File: src/rtl/uns_pkg.sv
// Shared constants, command type and hex helper for the URI name splitter.
package uns_pkg;

  // Component and length limits
  localparam int MaxComponents = 64;
  localparam int CompWidth     = 6;
  localparam int LenWidth      = 12;
  localparam logic [LenWidth-1:0] LenMax = '1;

  // Command queue between front and back
  localparam int QueueDepth = 4;
  localparam int QPtrWidth  = $clog2(QueueDepth);
  localparam int QCntWidth  = $clog2(QueueDepth + 1);

  // Escape progress inside a component
  localparam logic [1:0] EscNone = 2'd0;
  localparam logic [1:0] EscPct  = 2'd1;
  localparam logic [1:0] EscHeld = 2'd2;

  // Character codes
  localparam logic [7:0] ChPct    = 8'h25;
  localparam logic [7:0] ChSlash  = 8'h2F;
  localparam logic [7:0] ChDigit0 = 8'h30;
  localparam logic [7:0] ChDigit9 = 8'h39;
  localparam logic [7:0] ChUpperA = 8'h41;
  localparam logic [7:0] ChUpperZ = 8'h5A;
  localparam logic [7:0] ChLowerA = 8'h61;
  localparam logic [7:0] ChLowerF = 8'h66;
  localparam logic [7:0] CaseBit  = 8'h20;
  localparam logic [3:0] HexTen   = 4'd10;

  // One decoded request: up to two bytes, then an optional closing result
  typedef struct packed {
    logic [1:0]          nbytes;
    logic [7:0]          byte0;
    logic [7:0]          byte1;
    logic [CompWidth-1:0] idx;
    logic                tail;
    logic                tail_end;
    logic [LenWidth-1:0] len;
    logic                done;
    logic [CompWidth-1:0] cnt;
  } cmd_t;

  // Hex digit value; anything that is not a hex digit counts as zero
  function automatic logic [3:0] hex_val(input logic [7:0] c);
    logic [7:0] lc;
    logic [3:0] v;
    lc = (c >= ChUpperA && c <= ChUpperZ) ? (c | CaseBit) : c;
    if (c >= ChDigit0 && c <= ChDigit9) begin
      v = c[3:0];
    end else if (lc >= ChLowerA && lc <= ChLowerF) begin
      v = 4'(lc - ChLowerA) + HexTen;
    end else begin
      v = 4'd0;
    end
    return v;
  endfunction

endpackage

File: src/rtl/uri_name_splitter_unescaper_core.sv
// Top level: URI name splitter and percent decoder.
// Path: a character's command is stored in the command queue, then in the output register.
// Throughput: one character per cycle while each gives at most one result and the
//   output is not stalled; a character with two or three results emits them in turn,
//   and a four-entry command queue between front and back absorbs these bursts.
// Reset: rst_ni clears all control state at once; no clearing pass is needed.
module uri_name_splitter_unescaper_core (
  input  logic                          clk_i,
  input  logic                          rst_ni,
  input  logic                          in_valid_i,
  output logic                          in_stall_o,
  input  logic [7:0]                    ch_i,
  input  logic                          last_i,
  output logic                          out_valid_o,
  input  logic                          out_stall_i,
  output logic                          data_valid_o,
  output logic [7:0]                    data_byte_o,
  output logic [uns_pkg::CompWidth-1:0] comp_index_o,
  output logic                          comp_end_o,
  output logic [uns_pkg::LenWidth-1:0]  comp_length_o,
  output logic                          uri_done_o,
  output logic [uns_pkg::CompWidth-1:0] comp_count_o,
  output logic                          last_result_o
);
  import uns_pkg::*;

  logic push;
  logic pop;
  logic q_full;
  logic q_valid;
  cmd_t cmd_in;
  cmd_t cmd_head;

  // Classify characters
  uns_front u_front (
    .clk_i      (clk_i),
    .rst_ni     (rst_ni),
    .in_valid_i (in_valid_i),
    .ch_i       (ch_i),
    .last_i     (last_i),
    .q_full_i   (q_full),
    .in_stall_o (in_stall_o),
    .push_o     (push),
    .cmd_o      (cmd_in)
  );

  // Decouple front and back
  uns_cmd_fifo u_fifo (
    .clk_i   (clk_i),
    .rst_ni  (rst_ni),
    .push_i  (push),
    .cmd_i   (cmd_in),
    .pop_i   (pop),
    .full_o  (q_full),
    .valid_o (q_valid),
    .cmd_o   (cmd_head)
  );

  // Emit results
  uns_back u_back (
    .clk_i         (clk_i),
    .rst_ni        (rst_ni),
    .head_valid_i  (q_valid),
    .head_i        (cmd_head),
    .pop_o         (pop),
    .out_valid_o   (out_valid_o),
    .out_stall_i   (out_stall_i),
    .data_valid_o  (data_valid_o),
    .data_byte_o   (data_byte_o),
    .comp_index_o  (comp_index_o),
    .comp_end_o    (comp_end_o),
    .comp_length_o (comp_length_o),
    .uri_done_o    (uri_done_o),
    .comp_count_o  (comp_count_o),
    .last_result_o (last_result_o)
  );

endmodule

File: src/rtl/uns_front.sv
// Front end: accepts characters, tracks split and escape state, builds commands.
module uns_front (
  input  logic          clk_i,
  input  logic          rst_ni,
  input  logic          in_valid_i,
  input  logic [7:0]    ch_i,
  input  logic          last_i,
  input  logic          q_full_i,
  output logic          in_stall_o,
  output logic          push_o,
  output uns_pkg::cmd_t cmd_o
);
  import uns_pkg::*;

  logic                 at_start_q, at_start_d;
  logic                 comp_open_q, comp_open_d;
  logic [1:0]           esc_q, esc_d;
  logic [7:0]           held_q, held_d;
  logic [CompWidth-1:0] comp_cnt_q, comp_cnt_d;
  logic [LenWidth-1:0]  len_q, len_d;
  logic                 limit_q, limit_d;

  logic                 accept;
  logic                 skip;
  logic                 active;
  logic [1:0]           esc;
  logic [1:0]           esc_n;
  logic [LenWidth-1:0]  len;
  logic [LenWidth:0]    len_sum;
  logic [LenWidth-1:0]  len_n;
  logic [CompWidth:0]   cnt_inc;
  logic [1:0]           nb;
  logic [7:0]           b0, b1;
  logic                 close;

  assign accept     = in_valid_i & ~q_full_i;
  assign in_stall_o = q_full_i;

  // Classify the request against the current state
  always_comb begin
    skip    = at_start_q && (ch_i == ChSlash);
    active  = !skip && (comp_open_q || !limit_q);
    esc     = comp_open_q ? esc_q : EscNone;
    len     = comp_open_q ? len_q : '0;
    esc_n   = esc;
    held_d  = held_q;
    nb      = 2'd0;
    b0      = 8'd0;
    b1      = 8'd0;
    close   = 1'b0;
    if (active) begin
      if (ch_i == ChSlash) begin
        close = 1'b1;
        case (esc)
          EscPct: begin
            nb = 2'd1;
            b0 = ChPct;
          end
          EscHeld: begin
            nb = 2'd2;
            b0 = ChPct;
            b1 = held_q;
          end
          default: ;
        endcase
      end else begin
        case (esc)
          EscNone: begin
            if (ch_i == ChPct) begin
              esc_n = EscPct;
            end else begin
              nb = 2'd1;
              b0 = ch_i;
            end
          end
          EscPct: begin
            held_d = ch_i;
            esc_n  = EscHeld;
          end
          default: begin
            nb    = 2'd1;
            b0    = {hex_val(held_q), hex_val(ch_i)};
            esc_n = EscNone;
          end
        endcase
        // End of URI: flush a cut-short escape, then close
        if (last_i) begin
          close = 1'b1;
          if (esc_n == EscPct) begin
            nb = 2'd1;
            b0 = ChPct;
          end else if (esc_n == EscHeld) begin
            nb = 2'd2;
            b0 = ChPct;
            b1 = ch_i;
          end
        end
      end
    end
    len_sum = {1'b0, len} + (LenWidth+1)'(nb);
    len_n   = len_sum[LenWidth] ? LenMax : len_sum[LenWidth-1:0];
    cnt_inc = {1'b0, comp_cnt_q} + (CompWidth+1)'(1);
  end

  // Build the command for the back end
  always_comb begin
    cmd_o          = '0;
    cmd_o.nbytes   = nb;
    cmd_o.byte0    = b0;
    cmd_o.byte1    = b1;
    cmd_o.idx      = (close || nb != 2'd0) ? comp_cnt_q : '0;
    cmd_o.tail     = close | last_i;
    cmd_o.tail_end = close;
    cmd_o.len      = close ? len_n : '0;
    cmd_o.done     = last_i;
    if (last_i) begin
      cmd_o.cnt = close ? cnt_inc[CompWidth-1:0] : comp_cnt_q;
    end
    push_o = accept && (nb != 2'd0 || close || last_i);
  end

  // Advance the state
  always_comb begin
    at_start_d  = at_start_q;
    comp_open_d = comp_open_q;
    esc_d       = esc_q;
    comp_cnt_d  = comp_cnt_q;
    len_d       = len_q;
    limit_d     = limit_q;
    if (accept) begin
      at_start_d = 1'b0;
      if (active) begin
        comp_open_d = 1'b1;
        esc_d       = esc_n;
        len_d       = len_n;
      end
      if (close) begin
        comp_cnt_d  = cnt_inc[CompWidth-1:0];
        limit_d     = cnt_inc >= (CompWidth+1)'(MaxComponents - 1);
        comp_open_d = 1'b0;
        len_d       = '0;
        esc_d       = EscNone;
      end
      if (last_i) begin
        at_start_d  = 1'b1;
        comp_open_d = 1'b0;
        esc_d       = EscNone;
        comp_cnt_d  = '0;
        len_d       = '0;
        limit_d     = 1'b0;
      end
    end
  end

  always_ff @(posedge clk_i or negedge rst_ni) begin
    if (!rst_ni) begin
      at_start_q  <= 1'b1;
      comp_open_q <= 1'b0;
      esc_q       <= EscNone;
      comp_cnt_q  <= '0;
      len_q       <= '0;
      limit_q     <= 1'b0;
    end else begin
      at_start_q  <= at_start_d;
      comp_open_q <= comp_open_d;
      esc_q       <= esc_d;
      comp_cnt_q  <= comp_cnt_d;
      len_q       <= len_d;
      limit_q     <= limit_d;
    end
  end

  // Hold the escaped character
  always_ff @(posedge clk_i) begin
    if (accept) begin
      held_q <= held_d;
    end
  end

  // The last character always returns the splitter to its start state
  a_last_restarts: assert property (@(posedge clk_i) disable iff (!rst_ni)
    (accept && last_i) |=> (at_start_q && !comp_open_q && comp_cnt_q == '0))
    else $error("splitter not back at start after last character");

  // Component count never passes the limit
  a_cnt_limit: assert property (@(posedge clk_i) disable iff (!rst_ni)
    (CompWidth+1)'(comp_cnt_q) <= (CompWidth+1)'(MaxComponents - 1))
    else $error("component count beyond limit");

endmodule

File: src/rtl/uns_cmd_fifo.sv
// Short command queue between the front and back ends.
module uns_cmd_fifo (
  input  logic          clk_i,
  input  logic          rst_ni,
  input  logic          push_i,
  input  uns_pkg::cmd_t cmd_i,
  input  logic          pop_i,
  output logic          full_o,
  output logic          valid_o,
  output uns_pkg::cmd_t cmd_o
);
  import uns_pkg::*;

  cmd_t                 mem_q [QueueDepth];
  logic [QPtrWidth-1:0] wr_ptr_q, rd_ptr_q;
  logic [QCntWidth-1:0] count_q, count_d;

  assign full_o  = count_q == QCntWidth'(QueueDepth);
  assign valid_o = count_q != '0;
  assign cmd_o   = mem_q[rd_ptr_q];

  // Track the fill level
  always_comb begin
    case ({push_i, pop_i})
      2'b10:   count_d = count_q + QCntWidth'(1);
      2'b01:   count_d = count_q - QCntWidth'(1);
      default: count_d = count_q;
    endcase
  end

  always_ff @(posedge clk_i or negedge rst_ni) begin
    if (!rst_ni) begin
      wr_ptr_q <= '0;
      rd_ptr_q <= '0;
      count_q  <= '0;
    end else begin
      if (push_i) begin
        wr_ptr_q <= wr_ptr_q + QPtrWidth'(1);
      end
      if (pop_i) begin
        rd_ptr_q <= rd_ptr_q + QPtrWidth'(1);
      end
      count_q <= count_d;
    end
  end

  // Store pushed commands
  always_ff @(posedge clk_i) begin
    if (push_i) begin
      mem_q[wr_ptr_q] <= cmd_i;
    end
  end

  a_no_overflow: assert property (@(posedge clk_i) disable iff (!rst_ni)
    push_i |-> !full_o)
    else $error("command queue overflow");

  a_no_underflow: assert property (@(posedge clk_i) disable iff (!rst_ni)
    pop_i |-> valid_o)
    else $error("command queue underflow");

endmodule

File: src/rtl/uns_back.sv
// Back end: expands each command into one to three registered results.
module uns_back (
  input  logic                          clk_i,
  input  logic                          rst_ni,
  input  logic                          head_valid_i,
  input  uns_pkg::cmd_t                 head_i,
  output logic                          pop_o,
  output logic                          out_valid_o,
  input  logic                          out_stall_i,
  output logic                          data_valid_o,
  output logic [7:0]                    data_byte_o,
  output logic [uns_pkg::CompWidth-1:0] comp_index_o,
  output logic                          comp_end_o,
  output logic [uns_pkg::LenWidth-1:0]  comp_length_o,
  output logic                          uri_done_o,
  output logic [uns_pkg::CompWidth-1:0] comp_count_o,
  output logic                          last_result_o
);
  import uns_pkg::*;

  logic                 out_valid_q, out_valid_d;
  logic [1:0]           pos_q, pos_d;
  logic                 data_valid_q;
  logic [7:0]           data_byte_q;
  logic [CompWidth-1:0] comp_index_q;
  logic                 comp_end_q;
  logic [LenWidth-1:0]  comp_length_q;
  logic                 uri_done_q;
  logic [CompWidth-1:0] comp_count_q;
  logic                 last_result_q;

  logic [1:0] n_res;
  logic       load;
  logic       is_last;
  logic       is_byte;

  // Step through the results of the head command
  always_comb begin
    n_res   = head_i.nbytes + {1'b0, head_i.tail};
    load    = head_valid_i && (!out_valid_q || !out_stall_i);
    is_last = pos_q == (n_res - 2'd1);
    is_byte = pos_q < head_i.nbytes;
    pop_o   = load && is_last;
    pos_d   = pos_q;
    if (load) begin
      pos_d = is_last ? 2'd0 : pos_q + 2'd1;
    end
    if (load) begin
      out_valid_d = 1'b1;
    end else if (!out_stall_i) begin
      out_valid_d = 1'b0;
    end else begin
      out_valid_d = out_valid_q;
    end
  end

  always_ff @(posedge clk_i or negedge rst_ni) begin
    if (!rst_ni) begin
      out_valid_q <= 1'b0;
      pos_q       <= 2'd0;
    end else begin
      out_valid_q <= out_valid_d;
      pos_q       <= pos_d;
    end
  end

  // Load the output register
  always_ff @(posedge clk_i) begin
    if (load) begin
      comp_index_q  <= head_i.idx;
      last_result_q <= is_last;
      if (is_byte) begin
        data_valid_q  <= 1'b1;
        data_byte_q   <= pos_q[0] ? head_i.byte1 : head_i.byte0;
        comp_end_q    <= 1'b0;
        comp_length_q <= '0;
        uri_done_q    <= 1'b0;
        comp_count_q  <= '0;
      end else begin
        data_valid_q  <= 1'b0;
        data_byte_q   <= 8'd0;
        comp_end_q    <= head_i.tail_end;
        comp_length_q <= head_i.len;
        uri_done_q    <= head_i.done;
        comp_count_q  <= head_i.cnt;
      end
    end
  end

  assign out_valid_o   = out_valid_q;
  assign data_valid_o  = data_valid_q;
  assign data_byte_o   = data_byte_q;
  assign comp_index_o  = comp_index_q;
  assign comp_end_o    = comp_end_q;
  assign comp_length_o = comp_length_q;
  assign uri_done_o    = uri_done_q;
  assign comp_count_o  = comp_count_q;
  assign last_result_o = last_result_q;

  a_pos_in_range: assert property (@(posedge clk_i) disable iff (!rst_ni)
    head_valid_i |-> (n_res != 2'd0 && pos_q < n_res))
    else $error("result position outside head command");

  a_pop_marks_last: assert property (@(posedge clk_i) disable iff (!rst_ni)
    pop_o |=> (out_valid_q && last_result_q))
    else $error("command retired without last-result mark");

endmodule

File: config.mk
export PLATFORM = sky130hd
export DESIGN_NAME = uri_name_splitter_unescaper_core
export DESIGN_NICKNAME = d
export VERILOG_FILES = /design/src/rtl/uns_pkg.sv /design/src/rtl/uri_name_splitter_unescaper_core.sv /design/src/rtl/uns_front.sv /design/src/rtl/uns_cmd_fifo.sv /design/src/rtl/uns_back.sv
export SDC_FILE = /design/constraint.sdc
export NUM_CORES = 1
export LEC_CHECK = 0
export BUFFER_PORTS_ARGS = -buffer_cell sky130_fd_sc_hd__buf_2
export CAP_MARGIN = 15
export CORE_ASPECT_RATIO = 0.75
export CORE_MARGIN = 2
export CORE_UTILIZATION = 30
export DETAILED_ROUTE_END_ITERATION = 6
export SLEW_MARGIN = 0
export SYNTH_ARGS = -nofsm -noshare
export SYNTH_HDL_FRONTEND = slang
export SYNTH_SLANG_ARGS = --single-unit
File: constraint.sdc
create_clock -name clk_i -period 3.89 [get_ports clk_i]
set_clock_uncertainty 0.1 [all_clocks]
set_input_delay 0.1945 -clock clk_i [delete_from_list [all_inputs] [get_ports clk_i]]
set_output_delay 0.1945 -clock clk_i [all_outputs]
set_load 0.01 [all_outputs]
==> impl.org <==
** Power
- The analysis attributes to net switching a power of 2.80 mW.
- Of the total power, the share spent switching nets is 0.301.
- Dividing total power by cell area gives a power density of 696 nW/um^2.
- Leakage :: 4.73 nW
- Internal power consumption :: 6.51 mW
- Relative contribution of the clock network to total power :: 0.272
- Of the total power, combinational logic draws 0.281.
- Maximum VDD drop :: 0.421 mV
- Power Total :: 9.31 mW
- The share of total power dissipated in sequential elements is 0.447.

** Final layout
- For this run, the number of standard cells in the final layout without fillers is 1345.
- Antenna cell count :: 0
- The library cell used most frequently in the layout, excluding fill and tap cells, is sky130_fd_sc_hd__edfxtp_1.
- Finished layout cell area :: 13400 um^2
- The filler cells instantiated in the layout total 3513.
- Commonest non-fill, non-tap cells in the layout :: 224 x sky130_fd_sc_hd__edfxtp_1, 50 x sky130_fd_sc_hd__buf_2, 45 x sky130_fd_sc_hd__mux4_2
- The final layout contains 860 nets.
- Final core utilization :: 0.360
- Of the cells placed in the final design, the portion with a size suffix greater than 1 is 0.224.
- From synthesis to final layout, the design area changed by 17.9%.

** Global routing
- GR met1 Demand/Resource :: 0.191
- Global route hottest layer :: met2
- Met3 global-route usage :: 0.0259
- The total overflow left after global routing is 0.
- The initial antenna violation count is 0.
- The via count of the first global-routing pass was 6697.
- Met2 capacity usage during global routing :: 0.200
- First-pass GRT wire length :: 39500 um
- Maximum number of pins on one net before global-route repair :: 46
- Overall fraction of global-route tracks in use :: 0.131

** Yosys
- Total number of yosys warnings :: 0
- Average size of a mapped cell :: 15.4 um^2
- Ys flop type :: sky130_fd_sc_hd__edfxtp_1
- The synthesized design contains 224 enable-type register cells.
- Fraction of post-synthesis cell area in the top cell type by area :: 0.593
- Post-synthesis instance area :: 11300 um^2
- Sequential cell area fraction in the yosys report :: 0.666
- Net count of the mapped netlist :: 774
- Synth top area cells :: sky130_fd_sc_hd__edfxtp_1 59%, sky130_fd_sc_hd__mux4_2 8.9%, sky130_fd_sc_hd__dfrtp_1 7.1%
- Netlist cell types :: 77
- Async set-or-reset flop fraction in the synthesized netlist :: 0.128
- Synth Instances :: 736
- Number of register bits inferred by synthesis :: 257
- The biggest area contributor in the post-synthesis netlist is sky130_fd_sc_hd__edfxtp_1.

** Clocking
- Number of buffers inserted by post-CTS setup repair :: 0
- After clock tree synthesis, the clock-pin slew on the worst setup and hold paths is 60 ps.
- In this run the deepest clock path goes through 3 buffers.
- Clock tree from TritonCTS :: built
- Clock tree synthesis found a total of 257 sinks.
- Worst-Skew Late Latency :: 550 ps
- Count of H-tree levels built during CTS :: 1
- Clock tree root driver cell :: sky130_fd_sc_hd__clkbuf_16
- Counting the buffers created by CTS gives 26.

** Setup path
- Of all nets on the critical path, the largest fanout is 8.
- The worst register-to-register path has a depth of 14.
- Type of origin of the critical path :: primary input
- In this run the register-to-register setup slack is 210 ps.
- Worst R2R End :: u_fifo.mem_q[0][15]$_DFFE_PP_
- In this run the worst setup path terminates at u_fifo.mem_q[0][15]$_DFFE_PP_.
- The worst setup path is captured at a flip-flop.
- Worst Path Arrival :: 3840 ps
- Worst Path Required :: 4050 ps
- The startpoint identified for the worst register-to-register timing path is u_front.comp_open_q$_DFFE_PN0P_.
- Start point of the critical path :: ch_i[1]
- The worst setup path is of the in2reg kind.

** Timing
- After routing, the total negative slack on setup checks comes to 0 ps.
- Setup repair after global routing left no endpoint under its margin.
- The hold violation total from the final report came to 0.
- Achievable Freq :: 0.271 GHz
- Across all hold checks on the routed design, the worst slack comes to 104 ps.
- Shortest clock period the worst path allows after layout :: 3680 ps
- The worst pin sits at a relative slew slack of 0.369.
- Worst-Margin Slew :: 947 ps
- Final critical-path share of the clock period :: 0.947
- Final number of max-transition violations :: 0
- Worst path setup slack after routing :: 206 ps
- Final setup fails :: 0

** Placed design
- After detailed placement, the design holds a cell count of 1288.
- In this run the cell area measured after placement is 12400 um^2.
- The congestion estimate from routability-driven global placement came to 0.903.
- Half-perimeter wire length of the detailed placement result :: 16500 um
- Worst-case setup slack after placement :: 170 ps
- Number of I/O port buffers :: 50

** Detailed routing
- Count of vias placed by the detailed router :: 6550
- DR WL/cell :: 18.7 um
- Number of DRC violations after detailed-routing iteration 0 :: 541
- Using the TritonRoute via totals, the vias-per-cell ratio works out to 4.87.
- For this run, design rule violations remaining after detail routing come to 0.
- Remaining number of nets flagged by the antenna check after routing :: 0
- Before antenna repair, the detailed router went through 5 iterations.
- Detailed-route wire length :: 25200 um

** Floorplanning
- Floorplan die height :: 172 um
- Initial core utilization :: 0.305
- Standard-cell rows :: 61
- Count of pins on the block boundary :: 51
- The core region is 37200 um^2.
- In this run the horizontal extent of the chip is 228 um.
- Floorplan die area :: 39400 um^2

** Job
- Across the run, the number of max-cap violations was 0.

** Worst hold path
- The min-delay analysis places its worst path in the category in2reg.

** Outcome
- The flow ran to the end, and the final reports show no timing, DRC or antenna violations.
-- power groups by stage --
stage	registers, mW	logic (mW)	clock network (mW)
final	4.16	2.62	2.53
after global routing	4.24	2.90	2.71
after CTS	4.18	2.70	2.59
after detailed placement	4.23	2.68	0
after global placement	4.21	2.65	0
after floorplan	4.22	1.72	0
-- synth_stat cells, drive strengths merged, types with 2 or more instances --
master	instances
and4	2
nand2	44
a21o	4
buf	21
ha	23
dfrtp	32
clkbuf	15
or3	3
o31ai	3
and3	3
a22oi	3
o41ai	2
edfxtp	224
nor2b	2
nand2b	8
a21boi	2
o21ai	25
fa	2
xor2	7
nor2	37
nor3b	4
a21oi	31
xnor2	9
a311o	2
nand4	4
nor4	4
a32oi	4
nor4b	2
inv	33
or2	3
o21bai	3
and2	33
o22ai	5
nor3	5
or3b	2
a31oi	10
mux2i	16
a211oi	7
nand4b	3
nand3	22
mux4	45
a22o	3
o2bb2ai	3
-- routing by layer --
layer  wire, um  share of wire  up-vias
met2      11100           0.44      188
met4        481          0.019        0
met1      12100           0.48     3302
met3       1490          0.059       35
li1           -              -     3025
met5          0              0        -
-- sequential cells by signal (all words and copies together) (netlist names), 6 cells and up --
name                  flops
u_front.len_q            12
u_fifo.mem_q            180
u_back.comp_index_o       6
u_front.held_q            8
u_back.comp_count_o       6
u_back.data_byte_o        8
u_front.comp_cnt_q        6
u_back.comp_length_o     12
-- layout make-up --
| cell class | count | area [um^2] | share of cell area |
|---|---|---|---|
| clock buffers | 30 | 666 | 0.0498 |
| clock inverters | 17 | 194 | 0.0145 |
| inverters | 34 | 128 | 0.00955 |
| multi-input cells | 409 | 3520 | 0.263 |
| flip-flops and latches | 257 | 7560 | 0.565 |
| well taps | 504 | 631 | 0.0472 |
| repair buffers | 94 | 672 | 0.0503 |
-- what timing repair did --
action | in CTS | in global routing
gates resized for setup | 0 | 5
hold buffers | 10 | 0
endpoints found under the setup margin | 0 | 28
hold endpoints to repair | 41 | 0
-- logic make-up after synthesis --
logic type / synth area share
buf+inv: 0.0264
fa+ha+maj: 0.0289
simple gates: 0.0882
mux: 0.105
xor+xnor: 0.0143
compound gates: 0.0712
flops: 0.666
-- worst min-delay path by stage --
stage               slack [ps]       start  cells after the start                                 to
floorplan                 -200      rst_ni                      0     u_back.out_valid_o$_DFFE_PN0P_
global placement           260      rst_ni                      1     u_fifo.wr_ptr_q[1]$_DFFE_PN0P_
detailed placement         260      rst_ni                      1     u_fifo.wr_ptr_q[1]$_DFFE_PN0P_
CTS                         80  in_valid_i                      5  u_front.comp_cnt_q[4]$_DFFE_PN0P_
global route               120      last_i                      2       u_fifo.mem_q[0][6]$_DFFE_PP_
finish                     100  in_valid_i                      5     u_front.at_start_q$_DFFE_PN1P_
-- worst max-delay path, cell delays in order --
cell and delay (ps):
sky130_fd_sc_hd__dlygate4sd3_1 520, sky130_fd_sc_hd__buf_2 180, sky130_fd_sc_hd__ha_1 230, sky130_fd_sc_hd__and4b_2 310
sky130_fd_sc_hd__nand2_1 100, sky130_fd_sc_hd__a311o_4 410, sky130_fd_sc_hd__inv_1 90, sky130_fd_sc_hd__ha_1 170
sky130_fd_sc_hd__inv_1 50, sky130_fd_sc_hd__fa_1 370, sky130_fd_sc_hd__nand4b_1 230, sky130_fd_sc_hd__nor4_1 390
sky130_fd_sc_hd__buf_4 210, sky130_fd_sc_hd__xor2_1 220, sky130_fd_sc_hd__a21oi_1 170
No activity file was read; power rests on OpenSTA's default activity.
